**src/rtl/pfpe_pkg.sv**
```systemverilog
`timescale 1ns / 1ps

package pfpe_pkg;

    localparam int COLUMNS     = 64;
    localparam int ROWS        = 32;
    localparam int PAGES       = (ROWS + 7) / 8;
    localparam int STORE_BYTES = COLUMNS * PAGES;
    localparam int ADDR_W      = $clog2(STORE_BYTES);
    localparam int COL_W       = $clog2(COLUMNS);

    // Job counts of the whole-store sweeps (pairs or single bytes).
    localparam int COL_JOBS  = PAGES * (COLUMNS / 2);
    localparam int ROW_PAIRS = (PAGES / 2) * COLUMNS;
    localparam int BOTH_JOBS = STORE_BYTES / 2;
    localparam int ROWS_MID  = PAGES % 2;
    localparam int BOTH_MID  = STORE_BYTES % 2;

    typedef enum logic [3:0] {
        REQ_SET        = 4'd0,
        REQ_CLEAR      = 4'd1,
        REQ_INVERT     = 4'd2,
        REQ_CLEAR_ALL  = 4'd3,
        REQ_INVERT_ALL = 4'd4,
        REQ_MIRROR_COL = 4'd5,
        REQ_MIRROR_ROW = 4'd6,
        REQ_MIRROR_ALL = 4'd7,
        REQ_READ       = 4'd8
    } req_t;

    typedef enum logic [2:0] {
        ST_IDLE,
        ST_WORK,
        ST_RD_A,
        ST_RD_B,
        ST_WR_A,
        ST_WR_B
    } state_t;

    typedef enum logic [1:0] {
        KIND_NONE,
        KIND_PIXEL,
        KIND_READ,
        KIND_CLEAR
    } kind_t;

    typedef enum logic [1:0] {
        SW_INVERT,
        SW_COLS,
        SW_ROWS,
        SW_BOTH
    } sweep_t;

    typedef struct packed {
        logic              rd_en;
        logic [ADDR_W-1:0] rd_addr;
        logic              wr_en;
        logic [ADDR_W-1:0] wr_addr;
        logic [7:0]        wr_data;
        logic              clear_all;
    } store_req_t;

    function automatic logic [7:0] flip_bits(input logic [7:0] b);
        logic [7:0] r;
        for (int k = 0; k < 8; k++)
        begin
            r[7-k] = b[k];
        end
        return r;
    endfunction

endpackage

```
**src/rtl/pfpe_store.sv**
```systemverilog
`timescale 1ns / 1ps

// Pixel byte store: one read port with registered data, one write port.
// Valid bits give the blank value for entries not written since the last clear.
module pfpe_store (
    input  logic                   clk,
    input  logic                   rst_n,
    input  pfpe_pkg::store_req_t   req,
    output logic [7:0]             rdata
);

    logic [7:0]                       mem [pfpe_pkg::STORE_BYTES];
    logic [7:0]                       q_reg;
    logic                             vq_reg;
    logic [pfpe_pkg::STORE_BYTES-1:0] valid_reg;

    always_ff @(posedge clk)
    begin
        if (req.wr_en)
        begin
            mem[req.wr_addr] <= req.wr_data;
        end
        if (req.rd_en)
        begin
            q_reg <= mem[req.rd_addr];
        end
    end

    always_ff @(posedge clk or negedge rst_n)
    begin
        if (!rst_n)
        begin
            valid_reg <= '0;
            vq_reg    <= 1'b0;
        end
        else
        begin
            if (req.clear_all)
            begin
                valid_reg <= '0;
            end
            else if (req.wr_en)
            begin
                valid_reg[req.wr_addr] <= 1'b1;
            end
            if (req.rd_en)
            begin
                vq_reg <= valid_reg[req.rd_addr];
            end
        end
    end

    assign rdata = vq_reg ? q_reg : 8'd0;

endmodule

```
**src/rtl/page_framebuffer_pixel_engine.sv**
```systemverilog
`timescale 1ns / 1ps

// Page-organized monochrome framebuffer. Each store byte holds eight vertical
// pixels of one column; byte page * COLUMNS + x carries rows page * 8 .. +7.
// Requests enter on the s_ stream: s_tuser is the request code, s_tdata the
// column, row and byte index. Every request produces exactly one result beat
// on the m_ stream: m_tuser is the status flag and m_tdata the byte read.
// Pixel set, clear and invert, single-byte reads, whole-store clears and
// rejected requests read the store in the accept cycle; the read-modify-write
// completes in the work state once the output register is free, and the
// result is registered there. The block takes one request at a time and
// accepts no new one until the last result is registered. Invert-all walks
// the store one byte at a time with a read and a write per byte; the three
// mirror requests swap byte pairs with two reads and two writes each, and a
// middle byte takes one read and one write. That serial walk comes from the
// single read port and single write port of the byte store.
// Reset clears the valid bits of the store at once, so the display reads blank
// right after reset without a clearing pass. A stalled result holds in the
// output register; the block may still accept the next request, and then waits
// in its work state, with s_tready low, until m_tready takes the beat.
module page_framebuffer_pixel_engine (
    input  logic        clk,
    input  logic        rst_n,
    input  logic        s_tvalid,
    output logic        s_tready,
    input  logic [23:0] s_tdata,   // x_coord [7:0], y_coord [15:8], byte_index [23:16]
    input  logic [3:0]  s_tuser,   // req_type [3:0]
    output logic        m_tvalid,
    input  logic        m_tready,
    output logic [7:0]  m_tdata,   // read_byte [7:0]
    output logic        m_tuser    // status [0]
);

    localparam int AW = pfpe_pkg::ADDR_W;
    localparam int CW = pfpe_pkg::COL_W;
    localparam int C  = pfpe_pkg::COLUMNS;

    pfpe_pkg::state_t     state_reg, state_next;
    pfpe_pkg::kind_t      kind_reg, kind_next;
    pfpe_pkg::sweep_t     sw_reg, sw_next;
    pfpe_pkg::req_t       op_reg, op_next;
    logic                 status_reg, status_next;
    logic [2:0]           bit_reg, bit_next;
    logic [AW-1:0]        a_reg, a_next;
    logic [AW-1:0]        b_reg, b_next;
    logic [AW-1:0]        cnt_reg, cnt_next;
    logic [CW-1:0]        col_reg, col_next;
    logic                 single_reg, single_next;
    logic [7:0]           hold_reg, hold_next;
    logic                 m_tvalid_reg, m_tvalid_next;
    logic [7:0]           m_tdata_reg, m_tdata_next;
    logic                 m_tuser_reg, m_tuser_next;

    pfpe_pkg::store_req_t store_req;
    logic [7:0]           rdata;

    logic [7:0]           x_coord;
    logic [7:0]           y_coord;
    logic [7:0]           byte_index;
    logic [AW-1:0]        pix_addr;
    logic                 pix_ok;
    logic                 idx_ok;
    logic                 accept;
    logic                 out_free;
    logic                 sweep_in;
    logic                 job_end;
    logic                 mid_exists;
    logic                 enter_mid;
    logic                 sweep_done;
    logic [7:0]           pix_mask;
    logic [7:0]           pix_data;

    assign x_coord    = s_tdata[7:0];
    assign y_coord    = s_tdata[15:8];
    assign byte_index = s_tdata[23:16];

    assign pix_addr = AW'(x_coord) + AW'(int'(y_coord >> 3) * C);
    assign pix_ok   = (16'(x_coord) < 16'(pfpe_pkg::COLUMNS))
                   && (16'(y_coord) < 16'(pfpe_pkg::ROWS));
    assign idx_ok   = 16'(byte_index) < 16'(pfpe_pkg::STORE_BYTES);

    assign accept   = s_tvalid && (state_reg == pfpe_pkg::ST_IDLE);
    assign out_free = !m_tvalid_reg || m_tready;
    assign sweep_in = (s_tuser == pfpe_pkg::REQ_INVERT_ALL)
                   || (s_tuser == pfpe_pkg::REQ_MIRROR_COL)
                   || (s_tuser == pfpe_pkg::REQ_MIRROR_ROW)
                   || (s_tuser == pfpe_pkg::REQ_MIRROR_ALL);

    // A sweep job ends after its last write; a row or full mirror over an odd
    // span finishes with a run of single bytes that are only bit-reversed.
    assign job_end    = ((state_reg == pfpe_pkg::ST_WR_A) && single_reg)
                     || (state_reg == pfpe_pkg::ST_WR_B);
    assign mid_exists = ((sw_reg == pfpe_pkg::SW_ROWS) && (pfpe_pkg::ROWS_MID == 1))
                     || ((sw_reg == pfpe_pkg::SW_BOTH) && (pfpe_pkg::BOTH_MID == 1));
    assign enter_mid  = !single_reg && mid_exists;
    assign sweep_done = (cnt_reg == '0) && !enter_mid;

    assign pix_mask = 8'd1 << bit_reg;

    always_comb
    begin
        unique case (op_reg)
            pfpe_pkg::REQ_SET:    pix_data = rdata | pix_mask;
            pfpe_pkg::REQ_CLEAR:  pix_data = rdata & ~pix_mask;
            default:              pix_data = rdata ^ pix_mask;
        endcase
    end

    function automatic logic [7:0] sweep_xform(input pfpe_pkg::sweep_t sw,
                                               input logic [7:0] d);
        logic [7:0] r;
        unique case (sw)
            pfpe_pkg::SW_INVERT: r = ~d;
            pfpe_pkg::SW_COLS:   r = d;
            default:             r = pfpe_pkg::flip_bits(d);
        endcase
        return r;
    endfunction

    // Next state.
    always_comb
    begin
        state_next = state_reg;
        unique case (state_reg)
            pfpe_pkg::ST_IDLE:
            begin
                if (s_tvalid)
                begin
                    state_next = sweep_in ? pfpe_pkg::ST_RD_A : pfpe_pkg::ST_WORK;
                end
            end
            pfpe_pkg::ST_WORK:
            begin
                if (out_free)
                begin
                    state_next = pfpe_pkg::ST_IDLE;
                end
            end
            pfpe_pkg::ST_RD_A:
            begin
                state_next = single_reg ? pfpe_pkg::ST_WR_A : pfpe_pkg::ST_RD_B;
            end
            pfpe_pkg::ST_RD_B:
            begin
                state_next = pfpe_pkg::ST_WR_A;
            end
            pfpe_pkg::ST_WR_A,
            pfpe_pkg::ST_WR_B:
            begin
                if (job_end)
                begin
                    state_next = sweep_done ? pfpe_pkg::ST_WORK : pfpe_pkg::ST_RD_A;
                end
                else
                begin
                    state_next = pfpe_pkg::ST_WR_B;
                end
            end
            default:
            begin
                state_next = pfpe_pkg::ST_IDLE;
            end
        endcase
    end

    // Store port and handshake outputs.
    always_comb
    begin
        store_req = '0;
        s_tready  = 1'b0;
        unique case (state_reg)
            pfpe_pkg::ST_IDLE:
            begin
                s_tready          = 1'b1;
                store_req.rd_en   = s_tvalid;
                store_req.rd_addr = (s_tuser == pfpe_pkg::REQ_READ) ? AW'(byte_index)
                                                                    : pix_addr;
            end
            pfpe_pkg::ST_WORK:
            begin
                store_req.wr_en     = out_free && (kind_reg == pfpe_pkg::KIND_PIXEL);
                store_req.wr_addr   = a_reg;
                store_req.wr_data   = pix_data;
                store_req.clear_all = out_free && (kind_reg == pfpe_pkg::KIND_CLEAR);
            end
            pfpe_pkg::ST_RD_A:
            begin
                store_req.rd_en   = 1'b1;
                store_req.rd_addr = a_reg;
            end
            pfpe_pkg::ST_RD_B:
            begin
                store_req.rd_en   = 1'b1;
                store_req.rd_addr = b_reg;
            end
            pfpe_pkg::ST_WR_A:
            begin
                store_req.wr_en   = 1'b1;
                store_req.wr_addr = a_reg;
                store_req.wr_data = sweep_xform(sw_reg, rdata);
            end
            pfpe_pkg::ST_WR_B:
            begin
                store_req.wr_en   = 1'b1;
                store_req.wr_addr = b_reg;
                store_req.wr_data = sweep_xform(sw_reg, hold_reg);
            end
            default:
            begin
                s_tready = 1'b0;
            end
        endcase
    end

    // Request decode, sweep address walk and result register.
    always_comb
    begin
        kind_next     = kind_reg;
        sw_next       = sw_reg;
        op_next       = op_reg;
        status_next   = status_reg;
        bit_next      = bit_reg;
        a_next        = a_reg;
        b_next        = b_reg;
        cnt_next      = cnt_reg;
        col_next      = col_reg;
        single_next   = single_reg;
        hold_next     = hold_reg;
        m_tvalid_next = m_tvalid_reg;
        m_tdata_next  = m_tdata_reg;
        m_tuser_next  = m_tuser_reg;

        if (m_tvalid_reg && m_tready)
        begin
            m_tvalid_next = 1'b0;
        end

        if (accept)
        begin
            op_next     = pfpe_pkg::req_t'(s_tuser);
            bit_next    = y_coord[2:0];
            a_next      = pix_addr;
            kind_next   = pfpe_pkg::KIND_NONE;
            status_next = 1'b0;
            col_next    = '0;
            unique case (s_tuser)
                pfpe_pkg::REQ_SET,
                pfpe_pkg::REQ_CLEAR,
                pfpe_pkg::REQ_INVERT:
                begin
                    kind_next   = pix_ok ? pfpe_pkg::KIND_PIXEL : pfpe_pkg::KIND_NONE;
                    status_next = !pix_ok;
                end
                pfpe_pkg::REQ_CLEAR_ALL:
                begin
                    kind_next = pfpe_pkg::KIND_CLEAR;
                end
                pfpe_pkg::REQ_INVERT_ALL:
                begin
                    sw_next     = pfpe_pkg::SW_INVERT;
                    a_next      = '0;
                    single_next = 1'b1;
                    cnt_next    = AW'(pfpe_pkg::STORE_BYTES - 1);
                end
                pfpe_pkg::REQ_MIRROR_COL:
                begin
                    sw_next     = pfpe_pkg::SW_COLS;
                    a_next      = '0;
                    b_next      = AW'(C - 1);
                    single_next = 1'b0;
                    cnt_next    = AW'(pfpe_pkg::COL_JOBS - 1);
                end
                pfpe_pkg::REQ_MIRROR_ROW:
                begin
                    sw_next = pfpe_pkg::SW_ROWS;
                    a_next  = '0;
                    b_next  = AW'((pfpe_pkg::PAGES - 1) * C);
                    if (pfpe_pkg::ROW_PAIRS > 0)
                    begin
                        single_next = 1'b0;
                        cnt_next    = AW'(pfpe_pkg::ROW_PAIRS - 1);
                    end
                    else
                    begin
                        single_next = 1'b1;
                        cnt_next    = AW'(C - 1);
                    end
                end
                pfpe_pkg::REQ_MIRROR_ALL:
                begin
                    sw_next     = pfpe_pkg::SW_BOTH;
                    a_next      = '0;
                    b_next      = AW'(pfpe_pkg::STORE_BYTES - 1);
                    single_next = 1'b0;
                    cnt_next    = AW'(pfpe_pkg::BOTH_JOBS - 1);
                end
                pfpe_pkg::REQ_READ:
                begin
                    kind_next   = idx_ok ? pfpe_pkg::KIND_READ : pfpe_pkg::KIND_NONE;
                    status_next = !idx_ok;
                end
                default:
                begin
                    status_next = 1'b1;
                end
            endcase
        end

        if (state_reg == pfpe_pkg::ST_RD_B)
        begin
            hold_next = rdata;
        end

        if (job_end)
        begin
            if (cnt_reg == '0)
            begin
                if (enter_mid)
                begin
                    single_next = 1'b1;
                    a_next      = a_reg + 1'b1;
                    cnt_next    = (sw_reg == pfpe_pkg::SW_ROWS) ? AW'(C - 1) : '0;
                end
                else
                begin
                    kind_next = pfpe_pkg::KIND_NONE;
                end
            end
            else
            begin
                cnt_next = cnt_reg - 1'b1;
                if (single_reg)
                begin
                    a_next = a_reg + 1'b1;
                end
                else
                begin
                    unique case (sw_reg)
                        pfpe_pkg::SW_COLS:
                        begin
                            // Next page starts at its outer column pair; with an
                            // odd column count the middle column is skipped.
                            if (col_reg == CW'(C / 2 - 1))
                            begin
                                col_next = '0;
                                a_next   = a_reg + AW'(C - C / 2 + 1);
                                b_next   = b_reg + AW'(C + C / 2 - 1);
                            end
                            else
                            begin
                                col_next = col_reg + 1'b1;
                                a_next   = a_reg + 1'b1;
                                b_next   = b_reg - 1'b1;
                            end
                        end
                        pfpe_pkg::SW_ROWS:
                        begin
                            // The partner page moves one page up at each wrap.
                            if (col_reg == CW'(C - 1))
                            begin
                                col_next = '0;
                                a_next   = a_reg + 1'b1;
                                b_next   = b_reg - AW'(2 * C - 1);
                            end
                            else
                            begin
                                col_next = col_reg + 1'b1;
                                a_next   = a_reg + 1'b1;
                                b_next   = b_reg + 1'b1;
                            end
                        end
                        default:
                        begin
                            a_next = a_reg + 1'b1;
                            b_next = b_reg - 1'b1;
                        end
                    endcase
                end
            end
        end

        if ((state_reg == pfpe_pkg::ST_WORK) && out_free)
        begin
            m_tvalid_next = 1'b1;
            m_tuser_next  = status_reg;
            m_tdata_next  = (kind_reg == pfpe_pkg::KIND_READ) ? rdata : 8'd0;
        end
    end

    always_ff @(posedge clk or negedge rst_n)
    begin
        if (!rst_n)
        begin
            state_reg    <= pfpe_pkg::ST_IDLE;
            kind_reg     <= pfpe_pkg::KIND_NONE;
            sw_reg       <= pfpe_pkg::SW_INVERT;
            single_reg   <= 1'b0;
            cnt_reg      <= '0;
            col_reg      <= '0;
            m_tvalid_reg <= 1'b0;
        end
        else
        begin
            state_reg    <= state_next;
            kind_reg     <= kind_next;
            sw_reg       <= sw_next;
            single_reg   <= single_next;
            cnt_reg      <= cnt_next;
            col_reg      <= col_next;
            m_tvalid_reg <= m_tvalid_next;
        end
    end

    always_ff @(posedge clk)
    begin
        op_reg      <= op_next;
        status_reg  <= status_next;
        bit_reg     <= bit_next;
        a_reg       <= a_next;
        b_reg       <= b_next;
        hold_reg    <= hold_next;
        m_tdata_reg <= m_tdata_next;
        m_tuser_reg <= m_tuser_next;
    end

    pfpe_store u_store (
        .clk   (clk),
        .rst_n (rst_n),
        .req   (store_req),
        .rdata (rdata)
    );

    assign m_tvalid = m_tvalid_reg;
    assign m_tdata  = m_tdata_reg;
    assign m_tuser  = m_tuser_reg;

endmodule

```
**config.mk**
```make
export PLATFORM = sky130hd
export DESIGN_NAME = page_framebuffer_pixel_engine
export DESIGN_NICKNAME = d
export VERILOG_FILES = /design/src/rtl/pfpe_pkg.sv /design/src/rtl/pfpe_store.sv /design/src/rtl/page_framebuffer_pixel_engine.sv
export SDC_FILE = /design/constraint.sdc
export NUM_CORES = 2
export LEC_CHECK = 0
export BUFFER_PORTS_ARGS = -buffer_cell sky130_fd_sc_hd__buf_2
export CAP_MARGIN = 20
export CORE_MARGIN = 5
export CORE_UTILIZATION = 25
export DETAILED_ROUTE_END_ITERATION = 7
export SYNTH_ARGS = -nofsm -noshare
export SYNTH_HDL_FRONTEND = slang
export SYNTH_HIERARCHICAL = 1
export SYNTH_SLANG_ARGS = --single-unit
```
**constraint.sdc**
```tcl
create_clock -name clk -period 9.3 [get_ports clk]
set_input_delay 0.465 -clock clk [delete_from_list [all_inputs] [get_ports clk]]
set_output_delay 0.465 -clock clk [all_outputs]
set_load 0.05 [all_outputs]
```
==> qor.yml <==
sta:
  rsz0062_at_grt: "false"
  relSlewSlack_pct: 9.632
  finalCritPeriodShare_pct: 63.86
  tightest_slew_ns: 1.356
  drv_slew: 0
  max_freq_mhz: 168.4
  final-hold-violation-count: 0
  setup_violations: 0
  finClkSkew_ns: 0.05351
  finalCriticalPeriod_ns: 5.939
  setup_ws_ns: 3.361
placed_design:
  placed_cells: 9927
  place_area_um2: 100300
  place_ws_ns: 3.296
  port_buffers: 42
  place.gp.congestion: 0.8369
  place_hpwl_um: 148100
route:
  drc: 0
  drt-initial-drc-count: 5776
  via_per_inst: 4.811
  wire_per_inst_um: 23.87
  vias: 50055
  ant_nets: 0
  wl_um: 248400
  first_pass_iters: 6
setup_path:
  r2r-end: "u_store/q_reg[3]$_DFFE_PP_"
  critPathLaunchType: "flip-flop"
  arrival_ns: 6.55
  reg2reg_slack_ns: 3.36
  crit_fanout: 51
  worstSetupPathType: "flip-flop to flip-flop"
  reg2reg_depth: 11
  end_kind: "flip-flop"
  crit_required_ns: 9.91
  reg2reg_from: "state_reg[1]$_DFFE_PN0P_"
final_layout:
  nets: 5252
  drive_gt1_share_pct: 22.02
  design_area_um2: 108400
  fin_cells: 10405
  syn2layout_area_growth_pct: 15.20
  final_util_pct: 28.90
  n_fill_cell: 36595
  largest_reg_flops: 2048
outcome:
  outcome: "finished, final reports clean"
synth:
  synthArstFlopShare_pct: 11.78
  synth-seq-cells: 2377
  ys_seq_area_share_pct: 74.17
  syn_inst: 5114
  synth_warnings: 6
  synth-main-ff-cell: "edfxtp_1"
  ys_types: 75
  avgSynthCellArea_um2: 18.41
  synth_area_um2: 94130
  synth_edf_count: 2081
  syn_nets: 5171
global_routing:
  grt_use_total_pct: 12.43
  overflow: 0
  antenna_found_initial: 7
  grt_pass1_wl_um: 362200
  first_global_vias: 50261
  grt_max_degree: 225
pwr:
  peakVddDrop_uv: 384.0
  leakagePower_nw: 34.53
  cellPowerDensity_nw_per_um2: 329.5
  p_total_mw: 35.73
floorplan:
  placementRows: 225
  dieHeight_um: 623.6
  die_x_um: 623.6
  core_area_um2: 375300
  initial_utilization_pct: 25.08
  dieArea_um2: 388900
  top_level_ports: 43
clock_tree:
  postCtsSetupBuffers: 0
  root_buffer: "clkbuf_16"
  clockBufferDepth: 3
  clkLatencyLatePin_ns: 0.88
  clk_pin_slew_ns: 0.06
  cts_tree: "done"
  cts.sinks: 2377
  cts_buffers: 235
  h-tree-depth: 4
min_path:
  hold_depth: 4
  min_from: "s_tdata[5]"
  worstHoldEndpoint: "a_reg[5]$_DFF_P_"
  hp-class: "primary input to flip-flop"
flow_run:
  drv_cap: 0
[per-layer routing]
metal / up-vias / share of wire [%] / GRT usage (%)
met5: - / 0 / 0
met4: 0 / 3.2 / 4.002
met3: 383 / 8.3 / 2.689
met2: 2214 / 48 / 19.87
met1: 26787 / 41 / 16.85
li1: 20671 / - / -
[cells by family after synthesis]
family                     count (synthesis)  share of synthesized area (%)
DFF                                     2377                          74.17
and+or+nand+nor                         1095                          4.949
AOI/OAI and AO/OA                        637                          4.631
muxes                                    624                          14.19
buffers and inverters                    345                          1.604
adders and majority gates                 26                         0.3429
xor gates and xnor gates                  10                         0.1090
[per-stage QoR]
step | setup TNS [ns] | hold slack [ns]
4_1_cts | 0 | 0.01081
3_3_place_gp | 0 | 0.4061
6_report | 0 | 0.07855
2_1_floorplan | -132.35 | 0.1694
3_5_place_dp | 0 | 0.4227
5_1_grt | 0 | 0.03961
[worst max-delay path by stage]
| stage | from | to | slack, ns | cells past startpoint |
|---|---|---|---|---|
| 5_1_grt | state_reg[1]$_DFFE_PN0P_ | u_store/q_reg[3]$_DFFE_PP_ | 3.26 | 11 |
| 3_5_place_dp | s_tuser[1] | u_store/q_reg[3]$_DFFE_PP_ | 3.30 | 14 |
| 2_1_floorplan | sw_reg[1]$_DFFE_PN0P_ | u_store/mem[0][7]$_DFFE_PP_ | -0.52 | 8 |
| 6_report | state_reg[1]$_DFFE_PN0P_ | u_store/q_reg[3]$_DFFE_PP_ | 3.36 | 11 |
| 3_3_place_gp | s_tuser[1] | u_store/q_reg[3]$_DFFE_PP_ | 3.25 | 14 |
| 4_1_cts | state_reg[1]$_DFFE_PN0P_ | u_store/q_reg[3]$_DFFE_PP_ | 3.40 | 11 |
[timing repair]
action	in CTS	in global routing
resized for setup	0	0
hold buffers	13	0
endpoints found under the hold margin	99	0
[worst max-delay path, stage by stage, from the launching register on]
cell,delay (ns)
dfrtp_2,0.40
nor2_1,0.68
a22oi_1,0.28
nor2_4,0.68
buf_4,0.55
buf_4,0.71
mux4_2,0.40
a22oi_1,0.28
a21oi_1,0.22
nor4_1,0.80
o22ai_1,0.34
or2_1,0.29
[final cells by class]
class,count,area [um2],area share [%]
inverter,24,90.09,0.08307
clock buffer,311,6518,6.010
clock inverter,139,1305,1.203
timing repair buffer,165,1461,1.348
sequential,2377,69820,64.39
tap,4994,6248,5.762
antenna,3,7.507,0.006923
multi-input combinational,2392,22990,21.20
[power by group]
group,internal (mW),total [mW],switching [mW]
clock,5.46,9.52,4.06
sequential,13.5,13.7,0.235
combinational,4.28,12.5,8.21
[Yosys cell counts (all sizes together), types with 10 or more instances]
| library cell | number | share of area, % |
|---|---|---|
| a31oi | 10 | 0.073 |
| o21ba | 30 | 0.32 |
| clkbuf | 202 | 0.81 |
| or2 | 14 | 0.093 |
| and2 | 20 | 0.13 |
| a22oi | 273 | 2.2 |
| nor3 | 22 | 0.12 |
| buf | 119 | 0.70 |
| o221ai | 13 | 0.12 |
| ha | 25 | 0.33 |
| o21ai | 38 | 0.20 |
| nand4 | 14 | 0.093 |
| nand3 | 45 | 0.24 |
| nor2 | 783 | 3.1 |
| nor2b | 21 | 0.14 |
| mux2i | 31 | 0.33 |
| nand2b | 11 | 0.073 |
| dfrtp | 280 | 7.4 |
| mux4 | 566 | 14 |
| inv | 24 | 0.096 |
| edfxtp | 2081 | 66 |
| nand2 | 93 | 0.37 |
| dfxtp | 16 | 0.34 |
| nor4 | 36 | 0.24 |
| mux2 | 27 | 0.32 |
| o22ai | 27 | 0.18 |
| a21oi | 180 | 0.96 |
[placed cells by master, fill, tap and decap left out, types with 17 or more instances in the layout]
cell / n
a21oi_1: 172
a22oi_1: 273
and2_1: 19
buf_12: 17
buf_2: 41
buf_4: 79
bufinv_16: 19
clkbuf_1: 51
clkbuf_16: 244
clkinv_1: 33
clkinv_2: 63
dfrtp_1: 278
edfxtp_1: 2081
ha_1: 25
inv_1: 22
mux2_2: 27
mux2i_1: 31
mux4_2: 566
nand2_1: 93
nand3_1: 42
nor2_1: 772
nor2b_1: 20
nor3_1: 22
nor4_1: 36
o21ai_0: 37
o21ba_2: 30
o22ai_1: 27
Note: power is estimated with default switching activity, not from simulation.
